===== src/crl_pkg.sv =====
// shared constants and register indexes for the combing residue limiter
package crl_pkg;

   localparam int CSR_INDEX_BITS = 3;
   localparam int CSR_DATA_BITS  = 16;
   localparam int COEF_BITS      = 16;

   typedef enum logic [CSR_INDEX_BITS-1:0] {
      CSR_AMOUNT        = 3'd0,
      CSR_STRENGTH      = 3'd1,
      CSR_SCALE         = 3'd2,
      CSR_EXTERNAL_MODE = 3'd3
   } csr_index_type;

   localparam logic [COEF_BITS-1:0] STRENGTH_RESET = 16'd11059;
   localparam logic [COEF_BITS-1:0] SCALE_RESET    = 16'd1024;

   localparam int NUM_STAGES = 6;

endpackage


===== src/combing_residue_limiter.sv =====
// combing residue limiter: six-stage pixel pipeline with its control registers
//
// One pixel enters on the req_ channel (source, 3-tap blur, second reference)
// and one limited pixel leaves on the rsp_ channel, in order, one for one.
// A beat is taken at a rising edge where valid is high and stall is low.
// rsp_valid rises once the beat has moved through every stage register, and
// the block takes one beat per cycle with no stall. The six stages are:
// differences, gain multiply, magnitude select, scale multiply, truncate and
// add, clamp. When rsp_stall holds a result, each stage still loads as long
// as some stage ahead of it is empty, so bubbles are squeezed out and
// req_stall rises only once every stage holds a beat. Nothing is dropped or
// repeated.
// Registers are written through csr_write_enable / csr_index / csr_write_data;
// the user must write them only while the pipeline is empty, which the block
// does not enforce. Indexes past the list are ignored. Synchronous reset
// empties the pipeline and loads amount = full pixel range, strength = 2.7 and
// scale = 0.25 (unsigned fixed point, FRAC_BITS fraction bits), internal mode.
module combing_residue_limiter #(
   parameter int PIXEL_BITS = 8,
   parameter int FRAC_BITS  = 12
) (
   input  logic                                 clock,
   input  logic                                 reset,
   input  logic                                 req_valid,
   output logic                                 req_stall,
   input  logic [PIXEL_BITS-1:0]                req_source_pixel,
   input  logic [PIXEL_BITS-1:0]                req_small_blur,
   input  logic [PIXEL_BITS-1:0]                req_second_ref,
   output logic                                 rsp_valid,
   input  logic                                 rsp_stall,
   output logic [PIXEL_BITS-1:0]                rsp_result_pixel,
   input  logic                                 csr_write_enable,
   input  logic [crl_pkg::CSR_INDEX_BITS-1:0]   csr_index,
   input  logic [crl_pkg::CSR_DATA_BITS-1:0]    csr_write_data
);

   localparam int NST = crl_pkg::NUM_STAGES;
   localparam int CB  = crl_pkg::COEF_BITS;
   localparam int DW  = PIXEL_BITS + 1;        // pixel difference
   localparam int TW  = PIXEL_BITS + 1 + CB;   // terms in fixed point
   localparam int PW  = TW + CB + 1;           // scaled product
   localparam int AW  = PW - 2 * FRAC_BITS;    // integer correction
   localparam int SW  = AW + 1;                // base plus correction
   localparam logic [PW-1:0] ROUND_BIAS = (PW'(1) << (2 * FRAC_BITS)) - PW'(1);
   localparam logic [PIXEL_BITS-1:0] PIX_MAX = {PIXEL_BITS{1'b1}};

   // control registers
   logic [PIXEL_BITS-1:0] amount_ff;
   logic [CB-1:0]         strength_ff;
   logic [CB-1:0]         scale_ff;
   logic                  external_mode_ff;

   always_ff @(posedge clock) begin
      if (reset) begin
         amount_ff        <= PIX_MAX;
         strength_ff      <= crl_pkg::STRENGTH_RESET;
         scale_ff         <= crl_pkg::SCALE_RESET;
         external_mode_ff <= 1'b0;
      end else if (csr_write_enable) begin
         unique case (crl_pkg::csr_index_type'(csr_index))
            crl_pkg::CSR_AMOUNT:        amount_ff        <= csr_write_data[PIXEL_BITS-1:0];
            crl_pkg::CSR_STRENGTH:      strength_ff      <= csr_write_data[CB-1:0];
            crl_pkg::CSR_SCALE:         scale_ff         <= csr_write_data[CB-1:0];
            crl_pkg::CSR_EXTERNAL_MODE: external_mode_ff <= csr_write_data[0];
            default: ;
         endcase
      end
   end

   // pipeline flow: a stage loads when it is empty or the one ahead moves
   logic [NST-1:0] valid_ff;
   logic [NST-1:0] valid_in;
   logic [NST-1:0] load;

   always_comb begin
      load[NST-1] = !valid_ff[NST-1] || !rsp_stall;
      for (int k = NST - 2; k >= 0; k--) begin
         load[k] = !valid_ff[k] || load[k+1];
      end
      valid_in[0] = load[0] ? req_valid : valid_ff[0];
      for (int k = 1; k < NST; k++) begin
         valid_in[k] = load[k] ? valid_ff[k-1] : valid_ff[k];
      end
   end

   always_ff @(posedge clock) begin
      if (reset) begin
         valid_ff <= '0;
      end else begin
         valid_ff <= valid_in;
      end
   end

   assign req_stall = !load[0];
   assign rsp_valid = valid_ff[NST-1];

   // stage 1: differences
   logic signed [DW-1:0]  s1_d1_ff, s1_d1_in;
   logic signed [DW-1:0]  s1_diff_ff, s1_diff_in;
   logic [PIXEL_BITS-1:0] s1_base_ff, s1_base_in;
   logic [PIXEL_BITS-1:0] s1_src_ff;
   logic                  s1_ext_ff;

   always_comb begin
      s1_d1_in = $signed({1'b0, req_source_pixel}) - $signed({1'b0, req_small_blur});
      if (external_mode_ff) begin
         s1_diff_in = $signed({1'b0, req_source_pixel}) - $signed({1'b0, req_second_ref});
         s1_base_in = req_second_ref;
      end else begin
         s1_diff_in = $signed({1'b0, req_small_blur}) - $signed({1'b0, req_second_ref});
         s1_base_in = req_small_blur;
      end
   end

   always_ff @(posedge clock) begin
      if (load[0]) begin
         s1_d1_ff   <= s1_d1_in;
         s1_diff_ff <= s1_diff_in;
         s1_base_ff <= s1_base_in;
         s1_src_ff  <= req_source_pixel;
         s1_ext_ff  <= external_mode_ff;
      end
   end

   // stage 2: both terms in fixed point
   logic signed [TW-1:0]  s2_d1q_ff, s2_d1q_in;
   logic signed [TW-1:0]  s2_tq_ff, s2_tq_in;
   logic [PIXEL_BITS-1:0] s2_base_ff;
   logic [PIXEL_BITS-1:0] s2_src_ff;
   logic signed [TW-1:0]  gain_product;

   always_comb begin
      gain_product = TW'(s1_diff_ff) * TW'($signed({1'b0, strength_ff}));
      s2_d1q_in    = TW'(s1_d1_ff) <<< FRAC_BITS;
      s2_tq_in     = s1_ext_ff ? (TW'(s1_diff_ff) <<< FRAC_BITS) : gain_product;
   end

   always_ff @(posedge clock) begin
      if (load[1]) begin
         s2_d1q_ff  <= s2_d1q_in;
         s2_tq_ff   <= s2_tq_in;
         s2_base_ff <= s1_base_ff;
         s2_src_ff  <= s1_src_ff;
      end
   end

   // stage 3: pick the smaller magnitude, ties go to the second term
   logic signed [TW-1:0]  s3_daq_ff, s3_daq_in;
   logic                  s3_disagree_ff, s3_disagree_in;
   logic [PIXEL_BITS-1:0] s3_base_ff;
   logic [PIXEL_BITS-1:0] s3_src_ff;
   logic [TW-1:0]         d1_mag, t_mag;
   logic                  d1_neg, d1_pos, t_neg, t_pos;

   always_comb begin
      d1_neg = s2_d1q_ff[TW-1];
      t_neg  = s2_tq_ff[TW-1];
      d1_pos = !d1_neg && (s2_d1q_ff != '0);
      t_pos  = !t_neg && (s2_tq_ff != '0);
      d1_mag = d1_neg ? TW'(-s2_d1q_ff) : TW'(s2_d1q_ff);
      t_mag  = t_neg ? TW'(-s2_tq_ff) : TW'(s2_tq_ff);
      s3_daq_in      = (d1_mag < t_mag) ? s2_d1q_ff : s2_tq_ff;
      s3_disagree_in = (d1_neg && t_pos) || (d1_pos && t_neg);
   end

   always_ff @(posedge clock) begin
      if (load[2]) begin
         s3_daq_ff      <= s3_daq_in;
         s3_disagree_ff <= s3_disagree_in;
         s3_base_ff     <= s2_base_ff;
         s3_src_ff      <= s2_src_ff;
      end
   end

   // stage 4: scale or align to the same double fraction point
   logic signed [PW-1:0]  s4_prod_ff, s4_prod_in;
   logic [PIXEL_BITS-1:0] s4_base_ff;
   logic [PIXEL_BITS-1:0] s4_src_ff;

   always_comb begin
      if (s3_disagree_ff) begin
         s4_prod_in = PW'(s3_daq_ff) * PW'($signed({1'b0, scale_ff}));
      end else begin
         s4_prod_in = PW'(s3_daq_ff) <<< FRAC_BITS;
      end
   end

   always_ff @(posedge clock) begin
      if (load[3]) begin
         s4_prod_ff <= s4_prod_in;
         s4_base_ff <= s3_base_ff;
         s4_src_ff  <= s3_src_ff;
      end
   end

   // stage 5: truncate toward zero and add to the base
   logic signed [SW-1:0]  s5_sum_ff, s5_sum_in;
   logic [PIXEL_BITS-1:0] s5_src_ff;
   logic [PW-1:0]         biased;
   logic signed [AW-1:0]  correction;

   always_comb begin
      biased     = s4_prod_ff[PW-1] ? (PW'(s4_prod_ff) + ROUND_BIAS) : PW'(s4_prod_ff);
      correction = $signed(biased[PW-1:2*FRAC_BITS]);
      s5_sum_in  = SW'(correction) + SW'($signed({1'b0, s4_base_ff}));
   end

   always_ff @(posedge clock) begin
      if (load[4]) begin
         s5_sum_ff <= s5_sum_in;
         s5_src_ff <= s4_src_ff;
      end
   end

   // stage 6: clamp to source +/- amount, then to the pixel range
   logic [PIXEL_BITS-1:0] s6_pixel_ff, s6_pixel_in;
   logic [PIXEL_BITS-1:0] s6_src_ff;
   logic signed [SW-1:0]  band_lo, band_hi, clamped;

   always_comb begin
      band_lo = SW'($signed({1'b0, s5_src_ff})) - SW'($signed({1'b0, amount_ff}));
      band_hi = SW'($signed({1'b0, s5_src_ff})) + SW'($signed({1'b0, amount_ff}));
      priority if (s5_sum_ff < band_lo) begin
         clamped = band_lo;
      end else if (s5_sum_ff > band_hi) begin
         clamped = band_hi;
      end else begin
         clamped = s5_sum_ff;
      end
      priority if (clamped < 0) begin
         s6_pixel_in = '0;
      end else if (clamped > SW'($signed({1'b0, PIX_MAX}))) begin
         s6_pixel_in = PIX_MAX;
      end else begin
         s6_pixel_in = clamped[PIXEL_BITS-1:0];
      end
   end

   always_ff @(posedge clock) begin
      if (load[5]) begin
         s6_pixel_ff <= s6_pixel_in;
         s6_src_ff   <= s5_src_ff;
      end
   end

   assign rsp_result_pixel = s6_pixel_ff;

   // checks
   a_reset_empties: assert property (@(posedge clock) reset |=> !rsp_valid)
      else $error("pipeline not empty after reset");

   a_accept_enters: assert property (@(posedge clock) disable iff (reset)
      (req_valid && !req_stall) |=> valid_ff[0])
      else $error("accepted beat missing from first stage");

   a_stall_only_full: assert property (@(posedge clock) disable iff (reset)
      req_stall |-> (valid_ff == {NST{1'b1}}) && rsp_stall)
      else $error("input stalled with room in the pipeline");

   a_within_band: assert property (@(posedge clock) disable iff (reset)
      rsp_valid |-> (({1'b0, rsp_result_pixel} + {1'b0, amount_ff}) >= {1'b0, s6_src_ff})
                 && ({1'b0, rsp_result_pixel} <= ({1'b0, s6_src_ff} + {1'b0, amount_ff})))
      else $error("result outside source +/- amount");

endmodule


===== config.mk =====
export PLATFORM = sky130hd
export DESIGN_NAME = combing_residue_limiter
export DESIGN_NICKNAME = d
export VERILOG_FILES = /design/src/crl_pkg.sv /design/src/combing_residue_limiter.sv
export SDC_FILE = /design/constraint.sdc
export NUM_CORES = 2
export LEC_CHECK = 0
export BUFFER_PORTS_ARGS = -buffer_cell sky130_fd_sc_hd__buf_2
export CAP_MARGIN = 20
export CORE_MARGIN = 2
export CORE_UTILIZATION = 70
export DETAILED_ROUTE_END_ITERATION = 10
export PLACE_DENSITY = 0.87
export SETUP_SLACK_MARGIN = 0.2
export SLEW_MARGIN = 40
export SYNTH_ARGS = -nofsm -noshare
export SYNTH_HDL_FRONTEND = slang
export SYNTH_SLANG_ARGS = --single-unit

===== constraint.sdc =====
create_clock -name clock -period 9.6 [get_ports clock]
set_clock_uncertainty 0.05 [all_clocks]
set_input_delay 0.96 -clock clock [delete_from_list [all_inputs] [get_ports clock]]
set_output_delay 0.96 -clock clock [all_outputs]
set_load 0.005 [all_outputs]

# --- Yosys cells after proc, flatten, opt, wreduce, memory -nomap -nowiden ---
# Cells that the tools add are included.
totals:
  reg_bits: 267
  elab_cells: 90
op_classes:
  addsub: 9
  mul: 2
  magnitude_cmp: 5
  n_eq_ne: 3
  n_mux: 11
  n_reduce_logical: 28
ops:
  columns: ["cell", "n"]
  rows:
  - ["25-bit two-way mux", 4]
  - ["42-bit two-way mux", 2]
  - ["25-bit nonzero test", 2]
  - ["42-bit by 24-bit adder with 42-bit output (second input constant)", 1]
  - ["25-bit by 17-bit multiplier with 42-bit output", 1]
  - ["19-bit two-way mux", 2]
  - ["8-bit by 8-bit subtractor with 9-bit output", 4]
  - ["25-bit less-than comparator", 1]
  - ["9-bit by 17-bit multiplier with 25-bit output", 1]
  - ["21-bit negation with 25-bit output", 1]
  - ["25-bit negation", 1]
  - ["18-bit by 9-bit adder with 19-bit output", 1]
  - ["19-bit by 10-bit > comparator with 1-bit output", 1]
  - ["19-bit by 9-bit > comparator with 1-bit output (second input constant)", 1]
  - ["19-bit by 1-bit less-than comparator with 1-bit output (second input constant)", 1]
  - ["19-bit by 9-bit less-than comparator with 1-bit output", 1]
  - ["8-bit two-way mux", 2]
  - ["1-bit logical NOT", 10]
  - ["8-bit by 8-bit adder with 9-bit output", 1]
  - ["9-bit two-way mux", 1]
  - ["2-bit AND reduction", 4]
  - ["1-bit logical OR", 7]
  - ["3-bit by 2-bit == test with 1-bit output (second input constant)", 2]
  - ["1-bit logical AND", 4]
  - ["other kinds (2)", 2]

# --- Logic depth before layout (Yosys ltp) ---
logic_depth:
  depth_word: 8
  ltp_mapped: 25
  depth_no_buf: 24

# --- Worst setup path after synthesis ---
# Ideal clock, no wire load.
synth_timing:
  path_kind: "flip-flop to flip-flop"
  from: "reg s3_daq_ff[24]"
  to: "reg s4_prod_ff[39], data pin"
  setup_time_ns: 0.254
  t_arrival_ns: 6.171
  required_ns: 9.296
  slack_ns: 3.126
  path_stages_with_launch: 23
  synth_period_minus_slack_ns: 6.474
  cell_sequence: "edfxtp_1 clkbuf_1 clkbuf_1 nand2_1 fa_1 fa_1 inv_1 fa_1 fa_1 fa_1 inv_1 fa_1 inv_1 ha_1 nand3_1 nor2_1 nand2_1 o21ai_0 a31oi_4 a311oi_2 a31oi_1 xnor2_1 a21o_1"
synth_between:
  elab_chain_len: 2
synth_rtl:
  columns: ["element", "line_no", "rtl"]
  rows:
  - ["start, declared", "combing_residue_limiter.sv:148", "logic signed [TW-1:0] s3_daq_ff, s3_daq_in;"]
  - ["start signal, assigned", "combing_residue_limiter.sv:168", "s3_daq_ff <= s3_daq_in;"]
  - ["25-bit by 17-bit multiplier with 42-bit output", "combing_residue_limiter.sv:182", "s4_prod_in = PW'(s3_daq_ff) * PW'($signed({1'b0, scale_ff}));"]
  - ["42-bit two-way mux (*)", "combing_residue_limiter.sv:181", "if (s3_disagree_ff) begin"]
  - ["via s4_prod_in[39]", "combing_residue_limiter.sv:176", "logic signed [PW-1:0] s4_prod_ff, s4_prod_in;"]
  - ["end signal, assigned", "combing_residue_limiter.sv:190", "s4_prod_ff <= s4_prod_in;"]
  - ["end, declared", "combing_residue_limiter.sv:176", null]
# Mark *: on every way through the listed nets, which the timed path passes. The rest lies on a longest branch.
# A chain may end at the register's enable or synchronous reset.

# --- Worst setup path in the final report ---
layout_timing:
  from: "reg s3_daq_ff[13]"
  to: "reg s4_prod_ff[40], data pin"
layout_between:
  elab_chain_len: 2
layout_rtl:
  columns: ["element", "line_no"]
  rows:
  - ["25-bit by 17-bit multiplier with 42-bit output", "combing_residue_limiter.sv:182"]
  - ["42-bit two-way mux", "combing_residue_limiter.sv:181"]
  - ["via s4_prod_in[40]", "combing_residue_limiter.sv:176"]
# The timed path passes the listed nets, and every way through them passes these cells.

==> summary.md <==
| Metric | Value |
|---|---|
| Run status | finished, final reports clean |
| Ranking of synthesized cells by instance count | sky130_fd_sc_hd__inv_1, sky130_fd_sc_hd__fa_1, sky130_fd_sc_hd__nand2_1 |
| Yosys warning total | 0 |
| Achievable Freq | 136 MHz |
| Routed Wire Length | 77100 microns |
| Number of buffers inserted by port buffering | 57 |
| Sequential share of the synthesized area | 23.5% |
| Setup bufs post-CTS | 0 |
| Total power draw | 0.00934 W |
| Unrepaired setup endpoints after global routing | no |
| Critical path data required time | 9.88 ns |
| Hold crit path type | reg -> reg |
| Wire length of the first global-routing pass | 128000 microns |
| Async set or reset register ratio after synthesis | 0% |
| Cells along the critical path | nand2_1 -> fa_1 -> inv_1 -> fa_1 -> fa_1 -> fa_1 -> fa_1 -> inv_1 -> fa_1 -> inv_1 -> ha_1 -> a21oi_1 -> o211ai_1 -> a221oi_1 -> o21ai_1 -> o2111ai_1 -> nand2_1 -> o211a_1 -> or3_1 -> a31o_1 |
| Final core utilization | 74.5% |
| Clock-pin slew of the registers on the worst-case setup and hold paths | 0.07 ns |
| Number of antenna violations at the first check in global routing | 0 |
| Buffer type at the clock tree root | sky130_fd_sc_hd__clkbuf_16 |
| Hold EP | s3_src_ff[4] |
| Area enclosed by the die boundary | 47700 sq um |
| Launch point of the worst hold path | s2_src_ff[4] |
| Final setup vio count | 0 |
| Post-synthesis xor/xnor area fraction | 3.51% |
| Internal reg-to-reg setup slack | 2.24 ns |
| Maximum number of pins on one net before global-route repair | 59 |
| Cell type with the largest total area after synthesis | sky130_fd_sc_hd__fa_1 |
| Arr. time, crit path | 7.64 ns |
| Met1 usage in global routing | 42.2% |
| Share of synthesized area spent on multiplexers | 1.44% |
| Final routed DRC violation total | 0 |
| Fin nets | 4047 |
| GPL Wtd Cong | 0.928 |
| First drt pass iteration count | 6 |
| Slowest cell on crit path | sky130_fd_sc_hd__edfxtp_1 |
| Horiz. Die Dim | 218 microns |
| Cell seen most often among critical-path stages | sky130_fd_sc_hd__fa_1 |
| Total I/O pin count | 58 |
| Length in cells of the worst reg-to-reg path | 20 |
| Critical path class | reg -> reg |
| Number of synthesized flops with an enable pin | 220 |
| Number of core rows | 78 |
| Area of the placeable core | 45400 sq um |
| Final number of max-transition violations | 0 |
| Violation count after the first detailed-route iteration | 2283 |
| Total cell area at the placement stage | 32800 sq um |
| Post-synthesis share of cell area spent on and, or, nand and nor gates | 15.1% |
| HPWL Detailed | 59100 microns |
| Syn Area/Cell | 9.84 sq um |
| Adder-cell share of the synthesized area | 40.6% |
| Combinational family with the most area after synthesis | adder cells |
| Worst slew margin relative to its limit | 40.3% |
| Crit path capture type | register |
| Most repeated cell in the gate-level netlist after synthesis | sky130_fd_sc_hd__inv_1 |
| Overflow left after global routing | 0 |
| Area added between synthesis and finish | 5.20% |
| Number of hold-repair buffers added at the cts stage | 0 |
| Vias in the first global route | 25400 |
| Max cap viols | 0 |
| Synth Area in Compound Gates | 7.00% |
| Count of antenna diodes in the layout | 0 |
| CP startpoint kind | register |
| Number of distinct library cell variants in the gate-level netlist after synthesis | 80 |
| Max Fanout on Critical Path | 17 |
| Final clock period utilization by the worst path | 76.7% |
| Synth Flop Type | sky130_fd_sc_hd__edfxtp_1 |
| Total number of vias | 23300 |
| Per-cell routed wire length | 19.9 microns |
| Post-detailed-route count of antenna-violating nets | 0 |
| Cell types with the largest area share after synthesis | sky130_fd_sc_hd__fa_1, sky130_fd_sc_hd__edfxtp_1, sky130_fd_sc_hd__ha_1 |
| Total number of H-tree levels | 1 |
| WHS Path Cells | 0 |
| # fillers | 2898 |
| Final standard cell count with taps included and fillers excluded | 3875 |
| Clock latency on the worst-skew pair | 0.57 ns |
| Leak | 16.4 nW |
| Final setup TNS | 0 ns |
| CTS max path bufs | 3 |
| Register bit total from synthesis | 267 |
| CP peak stage delay | 0.92 ns |
| Avg Vias per Cell | 6.02 |
| Post-synth design cell area | 32200 sq um |
| Post-Synthesis Cells | 3269 |
| Finished Cell Area | 33800 sq um |
| Total Routing Usage GR | 34.2% |
| Final hold violation count | 0 |
| Pwr Density | 276 nW/um^2 |
| TritonCTS clock tree | built |
| Die boundary height | 218 microns |
| Reg-to-Reg Start | s3_daq_ff[13] |
| Area share of the largest cell type after synthesis | 30.8% |
| Cts bufs inserted | 28 |
| Effective utilization at floorplan | 70.9% |
| Clock sink count | 267 |
| Layer carrying the most global-route usage | met2 |
| Met3 track demand over resource in global routing | 4.93% |
| Global routing usage on met2 | 58.4% |
| Post-cts gate resize count | 0 |
| Total instance count after detailed placement | 3818 |
| Minimum clock period | 7.36 ns |
| Max IR drop VDD | 383 uV |
| Proportion of layout cells with a drive suffix above 1 | 5.80% |
| Slew at the pin with the worst max-slew slack | 0.895 ns |
| Endpoint of the most critical register-to-register path | s4_prod_ff[40] |
## layout make-up
type / count / area (sq um) / share of cell area (%)
clock buffer: 38 / 768 / 2.27
multi-input combinational: 2251 / 21800 / 64.5
sequential: 267 / 7560 / 22.4
inverter: 632 / 2370 / 7.01
timing repair buffer: 73 / 427 / 1.26
tap: 600 / 751 / 2.22
clock inverter: 14 / 139 / 0.411
## cell families (layout without fill, tap and decap cells)
| family | after synthesis | after routing |
|---|---|---|
| AND/OR/NAND/NOR | 1000 | 1000 |
| buffers and inverters | 754 | 757 |
| adder cells (fa/ha/maj) | 748 | 748 |
| AO/OA/AOI/OAI | 329 | 329 |
| flip-flops | 267 | 267 |
| XOR/XNOR | 129 | 129 |
| multiplexers | 41 | 41 |
| other | 1 | 4 |
## how the worst max path moves through the flow
stage             startpoint             end  slack (ns)
3_3_place_gp     scale_ff[4]  s4_prod_ff[40]        2.36
6_report       s3_daq_ff[13]  s4_prod_ff[40]        2.24
5_1_grt        s3_daq_ff[13]  s4_prod_ff[40]        2.02
4_1_cts        s3_daq_ff[12]  s4_prod_ff[40]        2.34
2_1_floorplan  s3_daq_ff[24]  s4_prod_ff[39]        3.13
3_5_place_dp   s3_daq_ff[12]  s4_prod_ff[40]        2.34
## per-layer routing
metal  share of wire (%)  up-vias
met1                  35    11500
met2                  50     1248
met4                 6.2        0
met3                 8.3      362
li1                    -    10200
met5                   0        -
## metrics by stage
| step | worst slack (ns) | hold WS (ns) |
|---|---|---|
| finish | 2.24 | 0.363 |
| floorplan | 3.13 | 0.350 |
| CTS | 2.34 | 0.368 |
| global route | 2.02 | 0.376 |
| global placement | 2.36 | 0.353 |
| detailed placement | 2.34 | 0.355 |
## registers in the layout, indices dropped and copies added, names as in the netlist, 9 cells and up
signal	cells
s4_prod_ff	42
s2_tq_ff	25
s3_daq_ff	25
s5_sum_ff	19
scale_ff	16
strength_ff	16
s1_d1_ff	9
s1_diff_ff	9
s2_d1q_ff	9
## placed cells by master (no fill, tap or decap), drive strengths merged, types with 16 or more instances in the layout
cell / n
o21ai: 62
xnor2: 74
mux2: 38
fa: 495
edfxtp: 220
nor2b: 29
a21oi: 102
nand2: 480
inv: 637
nand4: 16
dfxtp: 47
nand3: 20
xor2: 55
and2: 250
buf: 73
clkbuf: 38
o21bai: 17
nor3: 26
nor2: 83
nand2b: 38
ha: 251
a21o: 46
## worst max-delay path, delay by kind of cell (launching register included)
kind,cells,cell delay [ns]
AOI/OAI and AO/OA,7,1.82
adders and majority gates,7,3.55
buffers and inverters,3,0.14
DFF,1,0.92
and+or+nand+nor,3,0.64
## power by group
| part | internal (W) | total, W | switching [W] | leakage, nW |
|---|---|---|---|---|
| Clock | 0.000598 | 0.00106 | 0.000467 | 0.436 |
| Sequential | 0.00180 | 0.00241 | 0.000615 | 2.77 |
| Combinational | 0.00251 | 0.00587 | 0.00336 | 13.2 |
Note: power is estimated with default switching activity, not from simulation.
